--- config.mk ---
export PLATFORM = sky130hd
export DESIGN_NAME = tnsc_core
export DESIGN_NICKNAME = d
export VERILOG_FILES = /design/src/rtl/tnsc_pkg.sv /design/src/rtl/tnsc_core.sv
export SDC_FILE = /design/constraint.sdc
export NUM_CORES = 1
export LEC_CHECK = 0
export ABC_AREA = 1
export ABC_CLOCK_PERIOD_IN_PS = 7900
export CAP_MARGIN = 20
export CELL_PAD_IN_SITES_DETAIL_PLACEMENT = 2
export CELL_PAD_IN_SITES_GLOBAL_PLACEMENT = 2
export CORE_MARGIN = 4
export CORE_UTILIZATION = 25
export DETAILED_ROUTE_END_ITERATION = 10
export DONT_BUFFER_PORTS = 1
export PLACE_DENSITY_LB_ADDON = 0.1
export SYNTH_ARGS = -nofsm -noshare
export SYNTH_HDL_FRONTEND = slang
export SYNTH_SLANG_ARGS = --single-unit
--- constraint.sdc ---
create_clock -name i_clk -period 7.9 [get_ports i_clk]
set_clock_uncertainty 0.2 [all_clocks]
set_input_delay 1.185 -clock i_clk [delete_from_list [all_inputs] [get_ports i_clk]]
set_output_delay 1.185 -clock i_clk [all_outputs]
set_load 0.1 [all_outputs]
--- src/rtl/tnsc_pkg.sv ---
// ---------------------------------------------------------------------------
// tnsc_pkg
// Shared beat type and type codes for the typed numeric string checker.
// ---------------------------------------------------------------------------
package tnsc_pkg;

    typedef struct packed {
        logic [7:0] text_char;
        logic       last_char;
        logic       empty_value;
        logic [3:0] value_type;
    } t_item;

    localparam logic [3:0] TYPE_STRING = 4'd0;
    localparam logic [3:0] TYPE_BOOL   = 4'd1;
    localparam logic [3:0] TYPE_I8     = 4'd2;
    localparam logic [3:0] TYPE_I16    = 4'd3;
    localparam logic [3:0] TYPE_I32    = 4'd4;
    localparam logic [3:0] TYPE_U8     = 4'd5;
    localparam logic [3:0] TYPE_U16    = 4'd6;
    localparam logic [3:0] TYPE_U32    = 4'd7;
    localparam logic [3:0] TYPE_F32    = 4'd8;
    localparam logic [3:0] TYPE_F64    = 4'd9;

    localparam int MAG_W = 33;

endpackage

--- src/rtl/tnsc_core.sv ---
// ---------------------------------------------------------------------------
// tnsc_core
// Per-value grammar state (integer, number, word matchers, accumulator) and
// the verdict for the beat that ends a value.
// ---------------------------------------------------------------------------
module tnsc_core (
    input  logic           i_clk,
    input  logic           i_rst_n,
    input  logic           i_fire,
    input  tnsc_pkg::t_item i_item,
    output logic           o_coercible
);
    import tnsc_pkg::*;

    typedef enum logic [2:0] {
        IP_START  = 3'd0,
        IP_MINUS  = 3'd1,
        IP_DIGITS = 3'd2,
        IP_ZERO   = 3'd3,
        IP_FAIL   = 3'd7
    } t_iphase;

    typedef enum logic [3:0] {
        NP_START = 4'd0,
        NP_MINUS = 4'd1,
        NP_ZERO  = 4'd2,
        NP_INT   = 4'd3,
        NP_DOT   = 4'd4,
        NP_FRAC  = 4'd5,
        NP_E     = 4'd6,
        NP_ESIGN = 4'd7,
        NP_EXP   = 4'd8,
        NP_FAIL  = 4'd15
    } t_nphase;

    localparam logic [MAG_W-1:0] LIM_P8  = 33'd127;
    localparam logic [MAG_W-1:0] LIM_N8  = 33'd128;
    localparam logic [MAG_W-1:0] LIM_P16 = 33'd32767;
    localparam logic [MAG_W-1:0] LIM_N16 = 33'd32768;
    localparam logic [MAG_W-1:0] LIM_P32 = 33'd2147483647;
    localparam logic [MAG_W-1:0] LIM_N32 = 33'd2147483648;
    localparam logic [MAG_W-1:0] LIM_U8  = 33'd255;
    localparam logic [MAG_W-1:0] LIM_U16 = 33'd65535;
    localparam logic [MAG_W-1:0] LIM_U32 = 33'd4294967295;

    function automatic logic [7:0] true_char(input logic [1:0] p);
        logic [7:0] c;
        case (p)
            2'd0:    c = "t";
            2'd1:    c = "r";
            2'd2:    c = "u";
            default: c = "e";
        endcase
        return c;
    endfunction

    function automatic logic [7:0] false_char(input logic [2:0] p);
        logic [7:0] c;
        case (p)
            3'd0:    c = "f";
            3'd1:    c = "a";
            3'd2:    c = "l";
            3'd3:    c = "s";
            default: c = "e";
        endcase
        return c;
    endfunction

    // state
    logic [3:0]       r_type,  n_type;
    logic             r_mid,   n_mid;
    t_nphase          r_np,    n_np;
    t_iphase          r_ip,    n_ip;
    logic             r_neg,   n_neg;
    logic [MAG_W-1:0] r_mag,   n_mag;
    logic             r_ovf,   n_ovf;
    logic [2:0]       r_wpos,  n_wpos;
    logic [1:0]       r_wflag, n_wflag;

    // stepped values, verdict inputs
    t_nphase          s_np;
    t_iphase          s_ip;
    logic             s_neg;
    logic [MAG_W-1:0] s_mag;
    logic             s_ovf;
    logic [2:0]       s_wpos;
    logic [1:0]       s_wflag;

    t_nphase          v_np;
    t_iphase          v_ip;
    logic             v_neg;
    logic [MAG_W-1:0] v_mag;
    logic             v_ovf;
    logic [2:0]       v_wpos;
    logic [1:0]       v_wflag;
    logic             v_empty;

    logic [3:0]       eff_type;
    logic [7:0]       c;
    logic             is_dig;
    logic             is_nz;
    logic             is_exp;
    logic             signed_t;
    logic [MAG_W+3:0] m_ext;
    logic [MAG_W+3:0] acc;
    logic [MAG_W-1:0] lim;
    logic             int_ok;
    logic             verdict;

    assign eff_type = r_mid ? r_type : i_item.value_type;
    assign c        = i_item.text_char;
    assign is_dig   = (c >= "0") && (c <= "9");
    assign is_nz    = (c >= "1") && (c <= "9");
    assign is_exp   = (c == "e") || (c == "E");
    assign signed_t = (eff_type == TYPE_I8) || (eff_type == TYPE_I16) ||
                      (eff_type == TYPE_I32);

    // magnitude * 10 + digit as shift-add
    assign m_ext = {4'd0, r_mag};
    assign acc   = (m_ext << 3) + (m_ext << 1) + {{(MAG_W){1'b0}}, c[3:0]};

    // one character of each grammar
    always_comb begin
        s_ip  = IP_FAIL;
        s_neg = r_neg;
        if (r_ip == IP_START && c == "-") begin
            if (signed_t) begin
                s_ip  = IP_MINUS;
                s_neg = 1'b1;
            end
        end else if (r_ip == IP_START || r_ip == IP_MINUS) begin
            if (c == "0") begin
                s_ip = IP_ZERO;
            end else if (is_nz) begin
                s_ip = IP_DIGITS;
            end
        end else if (r_ip == IP_DIGITS) begin
            if (is_dig) begin
                s_ip = IP_DIGITS;
            end
        end

        s_mag = r_mag;
        s_ovf = r_ovf;
        if ((s_ip == IP_DIGITS || s_ip == IP_ZERO) && !r_ovf) begin
            if (acc[MAG_W+3:MAG_W] != 4'd0) begin
                s_ovf = 1'b1;
            end else begin
                s_mag = acc[MAG_W-1:0];
            end
        end

        s_np = NP_FAIL;
        case (r_np)
            NP_START, NP_MINUS: begin
                if (r_np == NP_START && c == "-") begin
                    s_np = NP_MINUS;
                end else if (c == "0") begin
                    s_np = NP_ZERO;
                end else if (is_dig) begin
                    s_np = NP_INT;
                end
            end
            NP_ZERO: begin
                if (c == ".") begin
                    s_np = NP_DOT;
                end else if (is_exp) begin
                    s_np = NP_E;
                end
            end
            NP_INT: begin
                if (is_dig) begin
                    s_np = NP_INT;
                end else if (c == ".") begin
                    s_np = NP_DOT;
                end else if (is_exp) begin
                    s_np = NP_E;
                end
            end
            NP_DOT: begin
                if (is_dig) begin
                    s_np = NP_FRAC;
                end
            end
            NP_FRAC: begin
                if (is_dig) begin
                    s_np = NP_FRAC;
                end else if (is_exp) begin
                    s_np = NP_E;
                end
            end
            NP_E: begin
                if (c == "+" || c == "-") begin
                    s_np = NP_ESIGN;
                end else if (is_dig) begin
                    s_np = NP_EXP;
                end
            end
            NP_ESIGN, NP_EXP: begin
                if (is_dig) begin
                    s_np = NP_EXP;
                end
            end
            default: s_np = NP_FAIL;
        endcase

        s_wflag = r_wflag;
        if (!(r_wpos < 3'd4 && c == true_char(r_wpos[1:0]))) begin
            s_wflag[0] = 1'b0;
        end
        if (!(r_wpos < 3'd5 && c == false_char(r_wpos))) begin
            s_wflag[1] = 1'b0;
        end
        s_wpos = (r_wpos < 3'd7) ? r_wpos + 3'd1 : r_wpos;
    end

    // verdict works on the held state for an empty beat, stepped state otherwise
    always_comb begin
        if (i_item.empty_value) begin
            v_np    = r_np;
            v_ip    = r_ip;
            v_neg   = r_neg;
            v_mag   = r_mag;
            v_ovf   = r_ovf;
            v_wpos  = r_wpos;
            v_wflag = r_wflag;
            v_empty = !r_mid;
        end else begin
            v_np    = s_np;
            v_ip    = s_ip;
            v_neg   = s_neg;
            v_mag   = s_mag;
            v_ovf   = s_ovf;
            v_wpos  = s_wpos;
            v_wflag = s_wflag;
            v_empty = 1'b0;
        end

        case (eff_type)
            TYPE_I8:  lim = v_neg ? LIM_N8  : LIM_P8;
            TYPE_I16: lim = v_neg ? LIM_N16 : LIM_P16;
            TYPE_I32: lim = v_neg ? LIM_N32 : LIM_P32;
            TYPE_U8:  lim = LIM_U8;
            TYPE_U16: lim = LIM_U16;
            TYPE_U32: lim = LIM_U32;
            default:  lim = '0;
        endcase
        int_ok = (v_ip == IP_DIGITS || v_ip == IP_ZERO) && !v_ovf && (v_mag <= lim);

        verdict = 1'b0;
        case (eff_type)
            TYPE_STRING: verdict = 1'b1;
            TYPE_BOOL: verdict = !v_empty &&
                ((v_wflag[0] && v_wpos == 3'd4) || (v_wflag[1] && v_wpos == 3'd5));
            TYPE_I8, TYPE_I16, TYPE_I32,
            TYPE_U8, TYPE_U16, TYPE_U32: verdict = !v_empty && int_ok;
            TYPE_F32, TYPE_F64: verdict = !v_empty &&
                (v_np == NP_ZERO || v_np == NP_INT || v_np == NP_FRAC || v_np == NP_EXP);
            default: verdict = 1'b0;
        endcase
    end

    assign o_coercible = verdict;

    always_comb begin
        n_type  = r_type;
        n_mid   = r_mid;
        n_np    = r_np;
        n_ip    = r_ip;
        n_neg   = r_neg;
        n_mag   = r_mag;
        n_ovf   = r_ovf;
        n_wpos  = r_wpos;
        n_wflag = r_wflag;
        if (i_fire) begin
            n_type = eff_type;
            if (i_item.empty_value || i_item.last_char) begin
                n_mid   = 1'b0;
                n_np    = NP_START;
                n_ip    = IP_START;
                n_neg   = 1'b0;
                n_mag   = '0;
                n_ovf   = 1'b0;
                n_wpos  = 3'd0;
                n_wflag = 2'b11;
            end else begin
                n_mid   = 1'b1;
                n_np    = s_np;
                n_ip    = s_ip;
                n_neg   = s_neg;
                n_mag   = s_mag;
                n_ovf   = s_ovf;
                n_wpos  = s_wpos;
                n_wflag = s_wflag;
            end
        end
    end

    always_ff @(posedge i_clk) begin
        if (!i_rst_n) begin
            r_type  <= TYPE_STRING;
            r_mid   <= 1'b0;
            r_np    <= NP_START;
            r_ip    <= IP_START;
            r_neg   <= 1'b0;
            r_mag   <= '0;
            r_ovf   <= 1'b0;
            r_wpos  <= 3'd0;
            r_wflag <= 2'b11;
        end else begin
            r_type  <= n_type;
            r_mid   <= n_mid;
            r_np    <= n_np;
            r_ip    <= n_ip;
            r_neg   <= n_neg;
            r_mag   <= n_mag;
            r_ovf   <= n_ovf;
            r_wpos  <= n_wpos;
            r_wflag <= n_wflag;
        end
    end

endmodule

# ---- Word level (Yosys, flattened, before mapping)
# Cells that the tools add are included.
dict set report totals {
  regBits 52
  in_bits 17
  out_inout_bits 1
  word_cells 152
}
dict set report op_classes {
  addsub 3
  magnitude_cmp 7
  eq_ne 42
  n_mux 51
  reduce_logical 40
}
# operator count
set ops {}
lappend ops {{one-hot mux 32 bit (6 select lines)} 1}
lappend ops {{2-to-1 mux 33 bit} 4}
lappend ops {{2-to-1 mux 4 bit} 12}
lappend ops {{2-to-1 mux 3 bit} 13}
lappend ops {{adder 36 x 34 -> 37 bit} 1}
lappend ops {{adder 37 x 4 -> 37 bit} 1}
lappend ops {{equality test 4 x 3 -> 1 bit (second input constant)} 9}
lappend ops {{<= comparator 33 bit} 1}
lappend ops {{equality test 8 x 6 -> 1 bit (second input constant)} 4}
lappend ops {{2-to-1 mux 32 bit} 1}
lappend ops {{one-hot mux 4 bit (7 select lines)} 1}
lappend ops {{equality test 4 x 2 -> 1 bit (second input constant)} 6}
lappend ops {{equality test 3 x 2 -> 1 bit (second input constant)} 7}
lappend ops {{one-hot mux 5 bit (4 select lines)} 1}
lappend ops {{equality test 4 bit (second input constant)} 4}
lappend ops {{equality test 8 x 7 -> 1 bit (second input constant)} 2}
lappend ops {{equality test 8 bit} 2}
lappend ops {{>= comparator 8 x 6 -> 1 bit (second input constant)} 2}
lappend ops {{2-to-1 mux 16 bit} 1}
lappend ops {{one-hot mux 5 bit (3 select lines)} 1}
lappend ops {{logical AND 1 bit} 14}
lappend ops {{logical OR 1 bit} 12}
lappend ops {{2-to-1 mux 1 bit} 12}
lappend ops {{less-than comparator 3 bit (second input constant)} 3}
lappend ops {{other kinds (17)} 28}

# ---- Depth between registers and ports, before layout
dict set report logic_depth {
  ltp_word 16
  depth_mapped 46
  depth_no_buf 44
}

# ---- Worst setup path after synthesis
# No wires, ideal clock.
dict set report synth_path {
  path_kind {in2out}
  startpoint {input port i_item[9] in the netlist's numbering}
  endpoint {output port o_coercible}
  arrival_ns 5.896
  required_time_ns 6.515
  slack_ns 0.619
  stages 42
  cell_sequence {clkbuf_1 inv_1 fa_1 fa_1 inv_1 nand3_1 nand3_2 nand2_1 nand2_1 nand2_1 nand2_2 nand2_1 nand2_1 nand2_1 nand2_2 nand2_1 nor2_4 nand2_4 [6 not listed] a21o_1 nor2_1 nand2_1 nand2_1 nand4_1 nand2_1 nand2_1 nand2_1 nand2_1 nand2_1 nand2_1 nand2_1 nand2_1 a21oi_1 nand2_1 nand2_1 nand3_1 nand2_1}
}
dict set report synth_between {
  elab_chain_len 16
}
# element line_no
set synth_rtl {}
lappend synth_rtl {{start: declaration} tnsc_core.sv:10} ;# input tnsc_pkg::t_item i_item,
lappend synth_rtl {{branches (longest 15 deep; another with <= comparator 33 bit)} --}
lappend synth_rtl {{one-hot mux 1 bit (4 select lines) (*)} tnsc_core.sv:251} ;# case (eff_type)
lappend synth_rtl {{end: declaration} tnsc_core.sv:11} ;# output logic o_coercible
# Mark *: on every way between the ends.

# ---- Worst setup path in the final report
# Ends and elaborated chain as after synthesis.

==> flow_summary.json <==
{
  "ant_nets": 0,
  "pwr_density_cell_nw_per_um2": 85.5,
  "end_kind": "primary output",
  "clkLatencyLatePin_ns": 0.32,
  "clock_tree.buffer_depth": 2,
  "numCtsBuffers": 5,
  "gr-total-overflow": 0,
  "drc": 0,
  "startpoint": "i_item[9]",
  "die_w_um": 175,
  "finalCritPeriodShare_pct": 92.8,
  "use_met1_pct": 23.4,
  "ys_types": 50,
  "synth-edff-count": 0,
  "synth_compound_area_share_pct": 17.9,
  "io_pins": 18,
  "die_h_um": 175,
  "viasPerCell": 4.86,
  "yosysSeqAreaShare_pct": 14.9,
  "cp.required_ns": 6.51,
  "num_antenna_cells": 0,
  "synthesis.area_per_instance_um2": 6.07,
  "post_dp_cell_area_um2": 7430,
  "slowest_stage": "fa_1",
  "first_pass_iters": 4,
  "wl_per_cell_um": 17.1,
  "path_class": "in2out",
  "min_period_ns": 7.33,
  "syn_inst": 1155,
  "synth_adder_area_share_pct": 19.0,
  "vias": 7409,
  "synth-seq-cells": 52,
  "grt.busiest_layer": "met2",
  "initial_core_util_pct": 25.3,
  "reg2reg_slack_ns": 4.05,
  "grt_pass1_vias": 7813,
  "r2r_cells": 16,
  "start_kind": "input port",
  "synth_area_leader_cell": "nand2_1",
  "gp_congestion": 0.785,
  "grt_pass1_wl_mm": 42.3,
  "synth_top_area_share_pct": 22.7,
  "final_nets": 1267,
  "drv_slew": 0,
  "crit_arrival_ns": 5.95,
  "p_leak_nw": 3.73,
  "antenna_found_initial": 0,
  "rows": 61,
  "yosys_warnings": 0,
  "rsz0062_at_grt": "false",
  "max_cap_viol_count": 0,
  "grtUsageTotal_pct": 17.1,
  "cts.sinks": 52,
  "timing.rr.start": "r_mag[16]",
  "synth_area_um2": 7010,
  "dp_cells": 1513,
  "cts.clk_slew.worst_paths_ns": 0.08,
  "cts_root_buf": "clkbuf_16",
  "synthXorXnorAreaFrac_pct": 3.87,
  "hold_violations": 0,
  "hp-class": "reg2reg",
  "syn_nets": 1277,
  "grt_max_degree": 50,
  "core_um2": 27700,
  "max_stage_delay_ns": 0.55,
  "globalRouteMet3Util_pct": 1.10,
  "dpl.hpwl_mm": 21.2,
  "fin_area_um2": 7620,
  "h-tree-depth": 2,
  "cts_tree": "built",
  "max_freq_mhz": 136,
  "synth_area_leaders": "nand2_1 (23%), ha_1 (18%), dfxtp_1 (15%)",
  "synthSimpleGateAreaFrac_pct": 35.8,
  "worstMarginPinSlew_ns": 0.917,
  "ys.flop_type": "dfxtp_1",
  "status": "completed",
  "synth-async-reset-ratio_pct": 0,
  "drive_gt1_share_pct": 7.77,
  "crit_top_cell": "nand2_1",
  "setup_viol": 0,
  "ir_worst_vdd_v": 0.0000755,
  "drt_first_iter_violations": 182,
  "max_slew_margin_pct": 38.8,
  "final_cell_mix": "nand2_1 (423), inv_1 (110), a21oi_1 (104)",
  "r2r_end": "r_mag[31]",
  "met2_usage_pct": 30.3,
  "area_delta_synth_final_pct": 8.73,
  "yosys-mux-area-fraction_pct": 0,
  "crit_path_end": "o_coercible",
  "setup_tns_ns": 0,
  "port-buffer-count": 0,
  "critical_path_peak_fanout": 10,
  "die_area_um2": 30800,
  "synth_top_family_by_area": "simple AND/OR/NAND/NOR gates",
  "final_common_cell": "nand2_1",
  "drt-total-wl_mm": 26.1,
  "final_cells": 1524
}
[metrics by stage]
stage | utilization, % | worst slack [ns] | power (W) | hold slack, ns
final | 27.5 | 0.565 | 0.000651 | 0.269
after global routing | 27.5 | 0.0193 | 0.000698 | 0.299
after CTS | 27.3 | 0.246 | 0.000660 | 0.268
after detailed placement | 26.8 | 0.282 | 0.000416 | 0.256
after global placement | 26.8 | 0.410 | 0.000414 | 0.253
after floorplan | - | 0.619 | 0.000379 | 0.241
[repair_timing]
action / CTS / global route
hold buffers: 0 / 0
setup endpoints to repair: 0 / 1
gates resized for setup: 0 / 5
setup buffers: 0 / 2
[critical path: cells and delay by family]
family | cells | cell delay [ns]
buffers and inverters | 4 | 0.59
adders and majority gates | 3 | 1.28
and+or+nand+nor | 33 | 2.65
AOI/OAI and AO/OA | 3 | 0.23
[worst min-delay path by stage]
stage	from	endpoint	slack, ns	cells after the start
3_3_place_gp	r_ip[0]	r_ip[0]	0.25	2
5_1_grt	r_ip[0]	r_ip[0]	0.30	2
2_1_floorplan	r_ip[0]	r_ip[0]	0.24	2
3_5_place_dp	r_ip[0]	r_ip[0]	0.26	2
6_report	r_ip[0]	r_ip[0]	0.27	2
4_1_cts	r_ip[0]	r_ip[0]	0.27	2
[logic make-up (layout without fill, tap and decap cells)]
| family | Yosys count | in the layout |
|---|---|---|
| and+or+nand+nor | 606 | 607 |
| xor gates and xnor gates | 31 | 31 |
| buffers and inverters | 150 | 140 |
| AOI/OAI and AO/OA | 211 | 211 |
| DFF | 52 | 52 |
| adders and majority gates | 105 | 105 |
[metal layers]
metal | part of all wire [%] | routed length [µm]
met1 | 50 | 12900
met3 | 1.1 | 299
met4 | 0.62 | 163
met2 | 49 | 12700
met5 | 0 | 0
[power by group]
group	switching, W	internal (W)	leakage, nW
Clock	0.000122	0.000119	0.0702
Sequential	0.00000438	0.000266	0.421
Combinational	0.0000981	0.0000416	3.24
[synthesized netlist by cell type, drive strengths merged (4+ instances only)]
master	instances
nor3	17
ha	103
dfxtp	52
nand2	438
xor2	17
nor4	5
or2	5
nand4	9
nand3	40
buf	7
a21oi	104
a31oi	7
o211ai	6
xnor2	14
inv	119
o21ai	69
clkbuf	23
nor2	88
a21o	4
[registers in the layout (all words and copies together) (netlist names)]
| name | count |
|---|---|
| r_ip | 3 |
| r_mag | 33 |
| r_mid | 1 |
| r_neg | 1 |
| r_np | 4 |
| r_ovf | 1 |
| r_type | 4 |
| r_wflag | 2 |
| r_wpos | 3 |
[cell type report]
type | instances | area, µm²
clock buffer | 5 | 125
clock inverter | 3 | 21.3
fill | 3445 | 20100
inverter | 120 | 453
multi-input combinational | 954 | 5390
sequential | 52 | 1040
tap | 378 | 473
timing repair buffer | 12 | 115
Note: power is estimated with default switching activity, not from simulation.
